==> src/design/five_char_timer_display_top_assert.svh <==
// ----------------------------------------------------------------------------
// five_char_timer_display_top_assert: assertion macros
// Implication checks on the rising clock edge, off while reset is high.
// ----------------------------------------------------------------------------
`ifndef FIVE_CHAR_TIMER_DISPLAY_TOP_ASSERT_SVH
`define FIVE_CHAR_TIMER_DISPLAY_TOP_ASSERT_SVH

// same-cycle implication
`define TCD_ASSERT_NOW(lbl, ante, cons, msg) \
   lbl: assert property (@(posedge clock) disable iff (reset) (ante) |-> (cons)) \
      else $error(msg);

// next-cycle implication
`define TCD_ASSERT_NEXT(lbl, ante, cons, msg) \
   lbl: assert property (@(posedge clock) disable iff (reset) (ante) |=> (cons)) \
      else $error(msg);

`endif

==> src/design/tcd_pkg.sv <==
// ----------------------------------------------------------------------------
// tcd_pkg: shared types and constants of the timer display
// Mode codes, special counter words, divide constants, ASCII codes, stage types.
// ----------------------------------------------------------------------------
package tcd_pkg;

   localparam logic [2:0] MODE_RENDER       = 3'd0;
   localparam logic [2:0] MODE_COUNT_UP_SEC = 3'd1;
   localparam logic [2:0] MODE_COUNT_UP_MIN = 3'd2;
   localparam logic [2:0] MODE_COUNTDOWN    = 3'd3;
   localparam logic [2:0] MODE_LONG_DOWN    = 3'd4;
   localparam logic [2:0] MODE_SET_VALUE    = 3'd5;
   localparam logic [2:0] MODE_SET_RAW      = 3'd6;

   localparam logic [15:0] WORD_SIX_H     = 16'h1fff;
   localparam logic [15:0] WORD_HUNDRED_M = 16'h1ffe;
   localparam logic [15:0] WORD_FIN       = 16'h1ffd;
   localparam logic [15:0] WORD_HUNDRED_H = 16'h1ffc;

   localparam logic [15:0] STATIC_LIMIT = 16'd6000;
   localparam logic [14:0] SIX_HOURS    = 15'd21600;

   // reciprocal multipliers, exact over the value ranges used here
   localparam logic [31:0] DIV1000_MAGIC = 32'h10624dd3;  // >> 38, 32-bit input
   localparam logic [22:0] DIV60W_MAGIC  = 23'd4473925;   // >> 28, 23-bit input
   localparam logic [15:0] DIV60_MAGIC   = 16'd34953;     // >> 21, 15-bit input
   localparam logic [7:0]  DIV10_MAGIC   = 8'd205;        // >> 11, input < 1029

   localparam logic [7:0] ASCII_ZERO   = 8'h30;
   localparam logic [7:0] ASCII_COLON  = 8'h3a;
   localparam logic [7:0] ASCII_SPACE  = 8'h20;
   localparam logic [7:0] ASCII_DASH   = 8'h2d;
   localparam logic [7:0] ASCII_PLUS   = 8'h2b;
   localparam logic [7:0] ASCII_LPAREN = 8'h28;
   localparam logic [7:0] ASCII_RPAREN = 8'h29;
   localparam logic [7:0] ASCII_ONE    = 8'h31;
   localparam logic [7:0] ASCII_SIX    = 8'h36;
   localparam logic [7:0] ASCII_LOW_H  = 8'h68;
   localparam logic [7:0] ASCII_UP_H   = 8'h48;
   localparam logic [7:0] ASCII_LOW_M  = 8'h6d;
   localparam logic [7:0] ASCII_UP_M   = 8'h4d;
   localparam logic [7:0] ASCII_UP_A   = 8'h41;

   typedef enum logic [2:0] {
      DK_ZERO,
      DK_TIME,
      DK_SIX_H,
      DK_HUNDRED_M,
      DK_HUNDRED_H,
      DK_DASH
   } disp_kind_type;

   // command beat with the time base already divided down
   typedef struct packed {
      logic [2:0]  mode;
      logic [16:0] arg_sum;
      logic [15:0] raw;
      logic [15:0] sec;
      logic [12:0] min13;
   } cmd_type;

   // what to show; alt is the colon for time and dashes, upper case for 100m/100h
   typedef struct packed {
      disp_kind_type kind;
      logic          alt;
      logic          keep;
      logic [14:0]   elapsed;
      logic [15:0]   word;
   } sel_type;

endpackage

==> src/design/tcd_timebase.sv <==
// ----------------------------------------------------------------------------
// tcd_timebase: input register and millisecond clock division
// Registers the request, then derives seconds and minutes by reciprocal multiplies.
// ----------------------------------------------------------------------------
module tcd_timebase (
   input  logic             clock,
   input  logic             reset,
   input  logic             in_valid,
   output logic             in_ready,
   input  logic [2:0]       mode,
   input  logic [31:0]      time_ms,
   input  logic [9:0]       arg_major,
   input  logic [12:0]      arg_minor,
   input  logic [15:0]      raw_value,
   output logic             out_valid,
   input  logic             out_ready,
   output tcd_pkg::cmd_type out_cmd
);
   import tcd_pkg::*;

   logic        v1_ff, v2_ff, v3_ff;
   logic        rdy1, rdy2, rdy3;
   logic [2:0]  mode1_ff, mode2_ff;
   logic [31:0] time1_ff;
   logic [9:0]  major1_ff;
   logic [12:0] minor1_ff;
   logic [15:0] raw1_ff, raw2_ff;
   logic [16:0] sum2_ff;
   logic [22:0] sfull2_ff;
   cmd_type     cmd3_ff;

   logic [63:0] sec_prod;
   logic [44:0] min_prod;
   logic [22:0] sfull_in;
   logic [16:0] sum_in;
   cmd_type     cmd_in;

   function automatic logic [16:0] arg_major_mul(input logic [9:0] val);
      // times 60 as (times 64) minus (times 4)
      arg_major_mul = {1'b0, val, 6'd0} - {5'd0, val, 2'd0};
   endfunction

   assign rdy3 = !v3_ff || out_ready;
   assign rdy2 = !v2_ff || rdy3;
   assign rdy1 = !v1_ff || rdy2;
   assign in_ready = rdy1;

   always_comb begin
      sec_prod = {32'd0, time1_ff} * {32'd0, DIV1000_MAGIC};
      sfull_in = sec_prod[60:38];
      sum_in   = 17'(arg_major_mul(major1_ff)) + {4'd0, minor1_ff};
   end

   always_comb begin
      min_prod      = {22'd0, sfull2_ff} * {22'd0, DIV60W_MAGIC};
      cmd_in.mode    = mode2_ff;
      cmd_in.arg_sum = sum2_ff;
      cmd_in.raw     = raw2_ff;
      cmd_in.sec     = sfull2_ff[15:0];
      cmd_in.min13   = min_prod[40:28];
   end

   always_ff @(posedge clock) begin
      if (reset) begin
         v1_ff <= 1'b0;
         v2_ff <= 1'b0;
         v3_ff <= 1'b0;
      end else begin
         if (rdy1) v1_ff <= in_valid;
         if (rdy2) v2_ff <= v1_ff;
         if (rdy3) v3_ff <= v2_ff;
      end
   end

   always_ff @(posedge clock) begin
      if (rdy1) begin
         mode1_ff  <= mode;
         time1_ff  <= time_ms;
         major1_ff <= arg_major;
         minor1_ff <= arg_minor;
         raw1_ff   <= raw_value;
      end
      if (rdy2) begin
         mode2_ff  <= mode1_ff;
         raw2_ff   <= raw1_ff;
         sum2_ff   <= sum_in;
         sfull2_ff <= sfull_in;
      end
      if (rdy3) cmd3_ff <= cmd_in;
   end

   assign out_valid = v3_ff;
   assign out_cmd   = cmd3_ff;

endmodule

==> src/design/tcd_ctrl.sv <==
// ----------------------------------------------------------------------------
// tcd_ctrl: counter word register and display selection
// Applies commands to the counter word and picks what a render beat shows.
// ----------------------------------------------------------------------------
`include "five_char_timer_display_top_assert.svh"

module tcd_ctrl (
   input  logic             clock,
   input  logic             reset,
   input  logic             in_valid,
   output logic             in_ready,
   input  tcd_pkg::cmd_type in_cmd,
   output logic             out_valid,
   input  logic             out_ready,
   output tcd_pkg::sel_type out_sel
);
   import tcd_pkg::*;

   logic [15:0] word_ff, word_in;
   logic        v_ff;
   sel_type     sel_ff, sel_in;
   logic        take;

   logic        even;
   logic [12:0] now13, end13;
   logic [14:0] now15, diff15;
   logic [12:0] sdown13, mup13, mdown13;

   assign in_ready = !v_ff || out_ready;
   assign take     = in_valid && in_ready;

   always_comb begin
      even    = !in_cmd.sec[0];
      now13   = in_cmd.sec[12:0];
      now15   = in_cmd.sec[14:0];
      end13   = word_ff[12:0];
      // 13-bit wrap covers both the positive and the wrapped-negative cases
      sdown13 = end13 - now13;
      mup13   = in_cmd.min13 - end13;
      mdown13 = end13 - in_cmd.min13;
      diff15  = now15 - word_ff[14:0];
   end

   always_comb begin
      word_in        = word_ff;
      sel_in.kind    = DK_ZERO;
      sel_in.alt     = 1'b0;
      sel_in.keep    = 1'b0;
      sel_in.elapsed = 15'd0;
      case (in_cmd.mode)
         MODE_RENDER: begin
            sel_in.keep = 1'b1;
            if (word_ff == WORD_SIX_H) begin
               sel_in.kind = DK_SIX_H;
               sel_in.keep = 1'b0;
            end else if (word_ff == WORD_HUNDRED_M) begin
               sel_in.kind = DK_HUNDRED_M;
               sel_in.alt  = !even;
               sel_in.keep = 1'b0;
            end else if (word_ff == WORD_FIN) begin
               sel_in.kind = DK_DASH;
               sel_in.alt  = !even;
            end else if (word_ff == WORD_HUNDRED_H) begin
               sel_in.kind = DK_HUNDRED_H;
               sel_in.alt  = !even;
            end else if (word_ff[15:13] == 3'b000) begin
               if (word_ff >= STATIC_LIMIT) begin
                  sel_in.kind = DK_HUNDRED_M;
               end else begin
                  sel_in.kind    = DK_TIME;
                  sel_in.alt     = 1'b1;
                  sel_in.elapsed = word_ff[14:0];
               end
            end else if (word_ff[15:13] == 3'b001) begin
               if (end13 == now13) begin
                  word_in     = WORD_FIN;
                  sel_in.kind = DK_DASH;
                  sel_in.alt  = 1'b1;
               end else begin
                  sel_in.kind    = DK_TIME;
                  sel_in.alt     = end13 > now13;
                  sel_in.elapsed = {2'd0, sdown13};
               end
            end else if (word_ff[15:13] == 3'b010) begin
               sel_in.kind    = DK_TIME;
               sel_in.alt     = even;
               sel_in.elapsed = {2'd0, mup13};
            end else if (word_ff[15:13] == 3'b011) begin
               if (end13 == in_cmd.min13) begin
                  word_in     = WORD_FIN;
                  sel_in.kind = DK_DASH;
                  sel_in.alt  = 1'b1;
               end else begin
                  sel_in.kind    = DK_TIME;
                  sel_in.alt     = even;
                  sel_in.elapsed = {2'd0, mdown13};
               end
            end else begin
               sel_in.alt = 1'b1;
               if (now15 >= word_ff[14:0]) begin
                  if (diff15 > SIX_HOURS) begin
                     sel_in.kind = DK_SIX_H;
                  end else begin
                     sel_in.kind    = DK_TIME;
                     sel_in.elapsed = diff15;
                  end
               end else begin
                  // start ahead of now: one second short of the 15-bit wrap
                  sel_in.kind    = DK_TIME;
                  sel_in.elapsed = diff15 - 15'd1;
               end
            end
         end
         MODE_COUNT_UP_SEC: word_in = {1'b1, now15};
         MODE_COUNT_UP_MIN: word_in = {3'b010, in_cmd.min13};
         MODE_COUNTDOWN:    word_in = {3'b001, now13 + in_cmd.arg_sum[12:0]};
         MODE_LONG_DOWN:    word_in = {3'b011, in_cmd.min13 + in_cmd.arg_sum[12:0]};
         MODE_SET_VALUE:    word_in = {2'b00, in_cmd.arg_sum[13:0]};
         MODE_SET_RAW:      word_in = in_cmd.raw;
         default:           word_in = word_ff;
      endcase
      sel_in.word = word_in;
   end

   always_ff @(posedge clock) begin
      if (reset) begin
         v_ff    <= 1'b0;
         word_ff <= 16'd0;
      end else begin
         if (in_ready) v_ff <= in_valid;
         if (take) word_ff <= word_in;
      end
   end

   always_ff @(posedge clock) begin
      if (in_ready) sel_ff <= sel_in;
   end

   assign out_valid = v_ff;
   assign out_sel   = sel_ff;

   `TCD_ASSERT_NEXT(a_hold_word, !take, $stable(word_ff), "word moved without a beat")
   `TCD_ASSERT_NEXT(a_render_word, take && (in_cmd.mode == MODE_RENDER), (word_ff == $past(word_ff)) || (word_ff == WORD_FIN), "render changed word to other than finished")
   `TCD_ASSERT_NEXT(a_cmd_blank, take && (in_cmd.mode != MODE_RENDER), (sel_ff.kind == DK_ZERO) && !sel_ff.keep, "command beat not blank")
   `TCD_ASSERT_NOW(a_sel_word, v_ff, sel_ff.word == word_ff, "result word differs from register")

endmodule

==> src/design/tcd_format.sv <==
// ----------------------------------------------------------------------------
// tcd_format: digit split and character generation
// Splits a count into minutes and seconds, then into digits or fixed strings, into the result register.
// ----------------------------------------------------------------------------
module tcd_format (
   input  logic             clock,
   input  logic             reset,
   input  logic             in_valid,
   output logic             in_ready,
   input  tcd_pkg::sel_type in_sel,
   output logic             out_valid,
   input  logic             out_ready,
   output logic [7:0]       char_0,
   output logic [7:0]       char_1,
   output logic [7:0]       char_2,
   output logic [7:0]       char_3,
   output logic [7:0]       char_4,
   output logic             keep_refreshing,
   output logic [15:0]      counter_word
);
   import tcd_pkg::*;

   logic          va_ff, vb_ff, rdya, rdyb;
   disp_kind_type kind_ff;
   logic          alt_ff, keep_ff;
   logic [15:0]   word_ff;
   logic [9:0]    mins_ff, mins_in;
   logic [5:0]    secs_ff, secs_in;
   logic [30:0]   prod60;
   logic [14:0]   back60;

   logic [17:0]   prod_mt;
   logic [13:0]   prod_st;
   logic [5:0]    mt;
   logic [2:0]    st;
   logic [9:0]    mo_full;
   logic [5:0]    so_full;
   logic [7:0]    c0_in, c1_in, c2_in, c3_in, c4_in;
   logic [7:0]    c0_ff, c1_ff, c2_ff, c3_ff, c4_ff;
   logic          keep_out_ff;
   logic [15:0]   word_out_ff;

   assign rdyb     = !vb_ff || out_ready;
   assign rdya     = !va_ff || rdyb;
   assign in_ready = rdya;

   always_comb begin
      prod60  = {16'd0, in_sel.elapsed} * {15'd0, DIV60_MAGIC};
      mins_in = prod60[30:21];
      back60  = 15'(mins_in) * 15'd60;
      secs_in = 6'(in_sel.elapsed - back60);
   end

   always_comb begin
      prod_mt = {8'd0, mins_ff} * {10'd0, DIV10_MAGIC};
      mt      = prod_mt[16:11];
      prod_st = {8'd0, secs_ff} * {6'd0, DIV10_MAGIC};
      st      = prod_st[13:11];
      mo_full = mins_ff - 10'(mt) * 10'd10;
      so_full = secs_ff - 6'(st) * 6'd10;

      c0_in = 8'd0;
      c1_in = 8'd0;
      c2_in = 8'd0;
      c3_in = 8'd0;
      c4_in = 8'd0;
      case (kind_ff)
         DK_TIME: begin
            if (mins_ff < 10'd10) c0_in = ASCII_ZERO;
            else if (mins_ff < 10'd100) c0_in = ASCII_ZERO + {2'd0, mt};
            else c0_in = {2'd0, mt} + (ASCII_UP_A - 8'd10);
            c1_in = ASCII_ZERO + {4'd0, mo_full[3:0]};
            c2_in = alt_ff ? ASCII_COLON : ASCII_SPACE;
            c3_in = ASCII_ZERO + {5'd0, st};
            c4_in = ASCII_ZERO + {4'd0, so_full[3:0]};
         end
         DK_SIX_H: begin
            c0_in = ASCII_LPAREN;
            c1_in = ASCII_SIX;
            c2_in = ASCII_LOW_H;
            c3_in = ASCII_PLUS;
            c4_in = ASCII_RPAREN;
         end
         DK_HUNDRED_M: begin
            c0_in = ASCII_ONE;
            c1_in = ASCII_ZERO;
            c2_in = ASCII_ZERO;
            c3_in = alt_ff ? ASCII_UP_M : ASCII_LOW_M;
            c4_in = ASCII_PLUS;
         end
         DK_HUNDRED_H: begin
            c0_in = ASCII_ONE;
            c1_in = ASCII_ZERO;
            c2_in = ASCII_ZERO;
            c3_in = alt_ff ? ASCII_UP_H : ASCII_LOW_H;
            c4_in = ASCII_PLUS;
         end
         DK_DASH: begin
            c0_in = ASCII_DASH;
            c1_in = ASCII_DASH;
            c2_in = alt_ff ? ASCII_COLON : ASCII_SPACE;
            c3_in = ASCII_DASH;
            c4_in = ASCII_DASH;
         end
         default: begin
            c0_in = 8'd0;
         end
      endcase
   end

   always_ff @(posedge clock) begin
      if (reset) begin
         va_ff <= 1'b0;
         vb_ff <= 1'b0;
      end else begin
         if (rdya) va_ff <= in_valid;
         if (rdyb) vb_ff <= va_ff;
      end
   end

   always_ff @(posedge clock) begin
      if (rdya) begin
         kind_ff <= in_sel.kind;
         alt_ff  <= in_sel.alt;
         keep_ff <= in_sel.keep;
         word_ff <= in_sel.word;
         mins_ff <= mins_in;
         secs_ff <= secs_in;
      end
      if (rdyb) begin
         c0_ff       <= c0_in;
         c1_ff       <= c1_in;
         c2_ff       <= c2_in;
         c3_ff       <= c3_in;
         c4_ff       <= c4_in;
         keep_out_ff <= keep_ff;
         word_out_ff <= word_ff;
      end
   end

   assign out_valid       = vb_ff;
   assign char_0          = c0_ff;
   assign char_1          = c1_ff;
   assign char_2          = c2_ff;
   assign char_3          = c3_ff;
   assign char_4          = c4_ff;
   assign keep_refreshing = keep_out_ff;
   assign counter_word    = word_out_ff;

endmodule

==> src/design/five_char_timer_display_top.sv <==
// ----------------------------------------------------------------------------
// five_char_timer_display_top: five-character mm:ss timer display
// Pipeline: six register stages between the request beat and the result.
// Throughput: one beat per cycle while rsp_stall is low; a full stage holds while the one after it holds.
// Reset: synchronous; empties the pipeline and clears the counter word to 00:00.
// ----------------------------------------------------------------------------
module five_char_timer_display_top (
   input  logic        clock,
   input  logic        reset,
   input  logic        req_valid,
   output logic        req_stall,
   input  logic [2:0]  req_mode,
   input  logic [31:0] req_time_ms,
   input  logic [9:0]  req_arg_major,
   input  logic [12:0] req_arg_minor,
   input  logic [15:0] req_raw_value,
   output logic        rsp_valid,
   input  logic        rsp_stall,
   output logic [7:0]  rsp_char_0,
   output logic [7:0]  rsp_char_1,
   output logic [7:0]  rsp_char_2,
   output logic [7:0]  rsp_char_3,
   output logic [7:0]  rsp_char_4,
   output logic        rsp_keep_refreshing,
   output logic [15:0] rsp_counter_word
);
   import tcd_pkg::*;

   logic    in_ready;
   logic    tb_valid, tb_ready;
   cmd_type tb_cmd;
   logic    ctl_valid, ctl_ready;
   sel_type ctl_sel;

   assign req_stall = !in_ready;

   tcd_timebase u_timebase (
      .clock     (clock),
      .reset     (reset),
      .in_valid  (req_valid),
      .in_ready  (in_ready),
      .mode      (req_mode),
      .time_ms   (req_time_ms),
      .arg_major (req_arg_major),
      .arg_minor (req_arg_minor),
      .raw_value (req_raw_value),
      .out_valid (tb_valid),
      .out_ready (tb_ready),
      .out_cmd   (tb_cmd)
   );

   tcd_ctrl u_ctrl (
      .clock     (clock),
      .reset     (reset),
      .in_valid  (tb_valid),
      .in_ready  (tb_ready),
      .in_cmd    (tb_cmd),
      .out_valid (ctl_valid),
      .out_ready (ctl_ready),
      .out_sel   (ctl_sel)
   );

   tcd_format u_format (
      .clock           (clock),
      .reset           (reset),
      .in_valid        (ctl_valid),
      .in_ready        (ctl_ready),
      .in_sel          (ctl_sel),
      .out_valid       (rsp_valid),
      .out_ready       (!rsp_stall),
      .char_0          (rsp_char_0),
      .char_1          (rsp_char_1),
      .char_2          (rsp_char_2),
      .char_3          (rsp_char_3),
      .char_4          (rsp_char_4),
      .keep_refreshing (rsp_keep_refreshing),
      .counter_word    (rsp_counter_word)
   );

endmodule
==> config.mk <==
export PLATFORM = sky130hd
export DESIGN_NAME = five_char_timer_display_top
export DESIGN_NICKNAME = d
export VERILOG_FILES = /design/src/design/tcd_pkg.sv /design/src/design/tcd_timebase.sv /design/src/design/tcd_ctrl.sv /design/src/design/tcd_format.sv /design/src/design/five_char_timer_display_top.sv
export VERILOG_INCLUDE_DIRS = /design/src /design/src/design
export SDC_FILE = /design/constraint.sdc
export NUM_CORES = 2
export LEC_CHECK = 0
export BUFFER_PORTS_ARGS = -buffer_cell sky130_fd_sc_hd__buf_2
export CORE_AREA = 4 4 287 289
export CTS_CLUSTER_SIZE = 24
export DETAILED_ROUTE_END_ITERATION = 10
export DIE_AREA = 0 0 291 293
export PLACE_DENSITY_LB_ADDON = 0.1
export SLEW_MARGIN = 20
export SYNTH_ARGS = -nofsm -noshare
export SYNTH_HDL_FRONTEND = slang
export SYNTH_SLANG_ARGS = --single-unit
==> constraint.sdc <==
create_clock -name clock -period 9.45 [get_ports clock]
set_clock_uncertainty 0.05 [all_clocks]
set_input_delay 0.4725 -clock clock [delete_from_list [all_inputs] [get_ports clock]]
set_output_delay 0.4725 -clock clock [all_outputs]
set_load 0.05 [all_outputs]
### Yosys cells after proc, flatten, opt, wreduce, memory -nomap -nowiden

Cells that the tools add are included.

| word-level totals | value |
|---|---|
| bits of input ports | 78 |
| flip-flop bits (word level) | 343 |
| word-level logic and storage cells | 161 |
| output and inout port bits | 59 |

| operators by class | value |
|---|---|
| order comparisons | 6 |
| reductions and logical operators | 23 |
| add/subtract/negate cells | 17 |
| equal/unequal tests | 20 |
| bitwise operators | 1 |
| $mul | 8 |
| multiplexer cells | 45 |

Operator list:

| kind | count |
|---|---|
| $mux 16 | 10 |
| $pmux 16 s7 | 1 |
| $mux 15 | 7 |
| $pmux 8 s4 | 3 |
| $eq 16x13->1 const B | 4 |
| $mul 32x29->61 const B | 1 |
| $mul 23x23->41 const B | 1 |
| $pmux 8 s5 | 1 |
| $sub 13x13->13 | 3 |
| $mux 4 | 8 |
| $mul 15x16->31 const B | 1 |
| $add 13x13->13 | 2 |
| $eq 13x13->1 | 2 |
| $mux 13 | 2 |
| $pmux 8 s3 | 1 |
| $eq 3x2->1 const B | 6 |
| $mul 10x8->17 const B | 1 |
| $ge 16x13->1 const B | 1 |
| $mux 8 | 2 |
| $eq 3x3->1 const B | 5 |
| $ge 15x15->1 | 1 |
| $gt 15x15->1 const B | 1 |
| $sub 15x1->15 const B | 1 |
| $sub 15x15->15 | 1 |
| other kinds (29) | 54 |

### Depth between registers and ports, before layout

| depth | value |
|---|---|
| depth after elaboration | 12 |
| mapped depth | 25 |
| depth with buffers taken out | 25 |

### Hierarchy

A second synthesis with hierarchy kept.

| second synthesis, totals | value |
|---|---|
| cell total of the unflattened synthesis | 3834 |
| area total of the unflattened synthesis | 40413.8 µm² |

Modules (own cells, without submodules):

| module | cells an instance | instances | area an instance (µm²) |
|---|---|---|---|
| tcd_timebase | 2220 | 1 | 25610.8 |
| tcd_format | 677 | 1 | 7667.4 |
| tcd_ctrl | 935 | 1 | 7128.1 |
| five_char_timer_display_top | 2 | 1 | 7.5 |

### Least setup slack after synthesis

No wires, ideal clock.

| timing | value |
|---|---|
| path kind | register to register |
| from | reg u_timebase.time1_ff[23] |
| to | reg u_timebase.sfull2_ff[22] (data pin) |
| data required time | 9.141 ns |
| period minus slack after synthesis | 7.107 ns |
| stages on the path, launching flop included | 26 |
| arrival | 6.797 ns |
| library setup time | 0.259 ns |
| path slack | 2.343 ns |
| cells stage by stage | edfxtp_1 > ha_1 > fa_1 > fa_1 > inv_1 > fa_1 > inv_1 > fa_1 > inv_1 > fa_1 > inv_1 > fa_1 > inv_1 > fa_1 > inv_1 > ha_1 > a21o_1 > a21o_1 > a2111oi_1 > nor3_1 > a21oi_1 > a21bo_2 > nor2_1 > nor3_1 > o31a_1 > or2_1 |

| on the way | value |
|---|---|
| longest elaborated chain between the ends | 1 |

Ends and longest elaborated chain:

| element | RTL line | source |
|---|---|---|
| start, declared | tcd_timebase.sv:24 | `logic [31:0] time1_ff;` |
| start signal, assigned | tcd_timebase.sv:78 | `time1_ff <= time_ms;` |
| $mul 32x29->61 | tcd_timebase.sv:49 | `sec_prod = {32'd0, time1_ff} * {32'd0, DIV1000_MAGIC};` |
| via u_timebase.sec_prod[60] | tcd_timebase.sv:32 | `logic [63:0] sec_prod;` |
| end signal, assigned | tcd_timebase.sv:87 | `sfull2_ff <= sfull_in;` |
| end, declared | tcd_timebase.sv:29 | `logic [22:0] sfull2_ff;` |

The timed path passes the listed nets, and every way through them passes these cells.
A chain may end at the register's enable or synchronous reset.

### Worst setup path in the final report

| timing | value |
|---|---|
| from | reg u_timebase.time1_ff[16] |
| to | reg u_timebase.sfull2_ff[13] (data pin) |

Same word-level chain as after synthesis.

==> flow_metrics.tcl <==
set metrics [dict create \
    core_area_um2 79900 \
    drt-total-wl_um 93700 \
    gr-usage-met2_pct 36.0 \
    grt_pass1_wl_um 150000 \
    dr.pass1.iters 8 \
    drc 0 \
    min_period_over_period_pct 83.9 \
    ys_seq_area_share_pct 24.7 \
    hold_viol_final 0 \
    maxClockFrequency_mhz 126 \
    path_clk_slew_ns 0.06 \
    antenna_found_initial 0 \
    worstMarginPinSlew_ns 1.12 \
    dieWidth_um 291 \
    num_io_pins 137 \
    hold_class "in2reg" \
    grt_pass1_vias 27300 \
    ys_ff_latch 333 \
    synth_cells 3768 \
    rows 104 \
    grt_overflow 0 \
    fin_nets 5253 \
    ys_types 103 \
    cp_max_fo 10 \
    area_growth_pct 9.61 \
    utilization_pct 54.2 \
    ys_async_sr_fraction_pct 0 \
    min_period_ns 7.93 \
    fin_setup_tns_ns 0 \
    antenna-diode-count 0 \
    place.port_buffers 127 \
    grtUsageMet1_pct 31.5 \
    yosysWarnings 0 \
    detail-route-antenna-nets 0 \
    tritoncts "done" \
    synth_area_um2 39500 \
    initial_utilization_pct 49.5 \
    grt_max_degree 62 \
    critPathArrivalTime_ns 8.23 \
    clock-sinks 333 \
    vias_per_cell 5.26 \
    grt_setup_unrepaired "no" \
    crit_path_end_kind "flop" \
    cts_buffers 40 \
    final_common_cell "inv_1" \
    status "completed" \
    synth-edff-count 311 \
    worstSetupPathType "reg2reg" \
    avgSynthCellArea_um2 10.5 \
    cts_root_buf "clkbuf_16" \
    drive_above_1_share_pct 6.42 \
    postCtsSetupRepairBufs 0 \
    maxCapViolCount 0 \
    gr-usage-all-layers_pct 22.2 \
    top_usage_layer "met2" \
    mostFrequentLayoutCells "892 x inv_1, 796 x ha_1, 426 x fa_1" \
    worstSetupStartpointType "flop" \
    grt_util_met3_pct 3.20 \
    wl_per_cell_um 18.6 \
    fp.dieH_um 293 \
    vias 26500 \
    htreeDepth 2 \
    drt_iter0_markers 1391 \
    place_congestion 0.934 \
    insertion_delay_ns 0.60 \
    critPathRequiredTime_ns 9.76 \
    cts_max_path_buffers 3 \
    setup_violations 0 \
    slew_headroom_pct 25.3 \
    hpwl_um 77700 \
    die_area_um2 85300 \
    ys.flop_type "edfxtp_1" \
    drv_slew 0 \
]
==> worst max-delay path: stages, from the launching register on <==
cell and delay, ns:
edfxtp_1 0.76, ha_1 0.38, fa_1 0.46, fa_1 0.56, inv_1 0.06, fa_1 0.50
inv_1 0.05, fa_1 0.52, fa_1 0.45, fa_1 0.62, inv_1 0.08, fa_1 0.50
inv_1 0.04, ha_1 0.32, nand3_1 0.19, or3b_2 0.52, nor3_1 0.26, a31o_2 0.20
a41o_1 0.20, a21bo_2 0.19, nor2_1 0.11, o211ai_1 0.25, nor4b_1 0.08, a311o_1 0.31
==> layer usage <==
metal | share of wire, % | wire length (um)
met4 | 3.0 | 2830
met5 | 0 | 0
met1 | 46 | 43100
met3 | 4.8 | 4460
met2 | 46 | 43200
==> worst paths after layout <==
kind	from	end	slack, ns	cells after the start
setup / recovery	u_timebase.time1_ff[16]	u_timebase.sfull2_ff[13]	1.52	23
hold reg to reg	u_timebase.raw2_ff[15]	u_timebase.out_cmd[44]	0.35	0
setup reg to reg	u_timebase.time1_ff[16]	u_timebase.sfull2_ff[13]	1.52	23
hold / removal	req_arg_major[5]	u_timebase.major1_ff[5]	0.03	1
==> what timing repair did <==
item	4_1_cts	5_1_grt
gates resized for setup	0	0
hold endpoints to repair	57	2
hold buffers	57	2
==> layout make-up <==
class | count | area [um2]
clock buffers | 48 | 1070
clock inverters | 26 | 363
fillers | 7222 | 36600
inverters | 894 | 3360
multi-input cells | 2488 | 26100
flip-flops and latches | 333 | 9780
well taps | 1060 | 1330
repair buffers | 196 | 1300
==> cell usage after synthesis (all sizes together), types with 9 or more instances <==
master / n / area share [%]
dfxtp: 22 / 1.1
nor2b: 27 / 0.43
and2: 13 / 0.22
a211oi: 18 / 0.35
nor3: 51 / 0.67
o21a: 19 / 0.36
o211ai: 18 / 0.34
nand2: 153 / 1.5
inv: 894 / 8.5
o21ai: 136 / 1.7
or2: 10 / 0.16
a221oi: 24 / 0.56
nand4: 21 / 0.35
a2111oi: 9 / 0.25
a21oi: 186 / 2.4
nand2b: 20 / 0.32
o21bai: 14 / 0.27
o22ai: 11 / 0.17
edfxtp: 311 / 24
nand3: 44 / 0.58
xor2: 31 / 0.71
clkbuf: 38 / 0.36
a31oi: 27 / 0.46
nor4: 10 / 0.17
a21o: 47 / 0.89
a21boi: 10 / 0.19
nor2: 141 / 1.3
and3: 21 / 0.33
ha: 796 / 25
fa: 426 / 22
xnor2: 87 / 1.9
buf: 23 / 0.43
==> logic make-up (layout without fill, tap and decap cells) <==
group | count (synthesis) | after routing | synth area share [%]
compound gates | 589 | 589 | 9.65
xor+xnor | 119 | 119 | 2.69
fa+ha+maj | 1222 | 1222 | 46.8
buf+inv | 955 | 1164 | 9.28
flops | 333 | 333 | 24.7
mux | 8 | 8 | 0.203
other cells | 1 | 9 | 0.00948
simple gates | 541 | 541 | 6.67
==> flip-flops by register name, indices dropped and copies added, names as in the netlist, 5 cells and up <==
| register | count |
|---|---|
| u_timebase.sum2_ff | 14 |
| u_timebase.raw2_ff | 16 |
| u_timebase.sfull2_ff | 23 |
| u_format.counter_word | 16 |
| u_timebase.major1_ff | 10 |
| u_format.char_3 | 7 |
| u_format.char_1 | 5 |
| u_format.secs_ff | 6 |
| u_format.word_ff | 16 |
| u_format.char_0 | 7 |
| u_ctrl.out_sel | 36 |
| u_format.char_2 | 5 |
| u_format.mins_ff | 10 |
| u_timebase.minor1_ff | 13 |
| u_timebase.time1_ff | 32 |
| u_ctrl.word_ff | 16 |
| u_timebase.raw1_ff | 16 |
| u_format.char_4 | 6 |
| u_timebase.out_cmd | 61 |
==> per-stage QoR <==
step                      worst slack [ns]  instances  cell area (um2)  hold slack (ns)
final                                 1.52       5045            43300           0.0264
after global routing                  1.12       5045            43300          0.00123
after CTS                             1.56       5043            43300         0.000139
after detailed placement              1.56       4912            41300            0.355
after global placement                1.70       4912            41300            0.350
after floorplan                       2.34       3776            39600            0.350
Power is left out: the tool's default activity adds up to more than one toggle a clock period on the data nets, which glitch-free logic cannot reach.
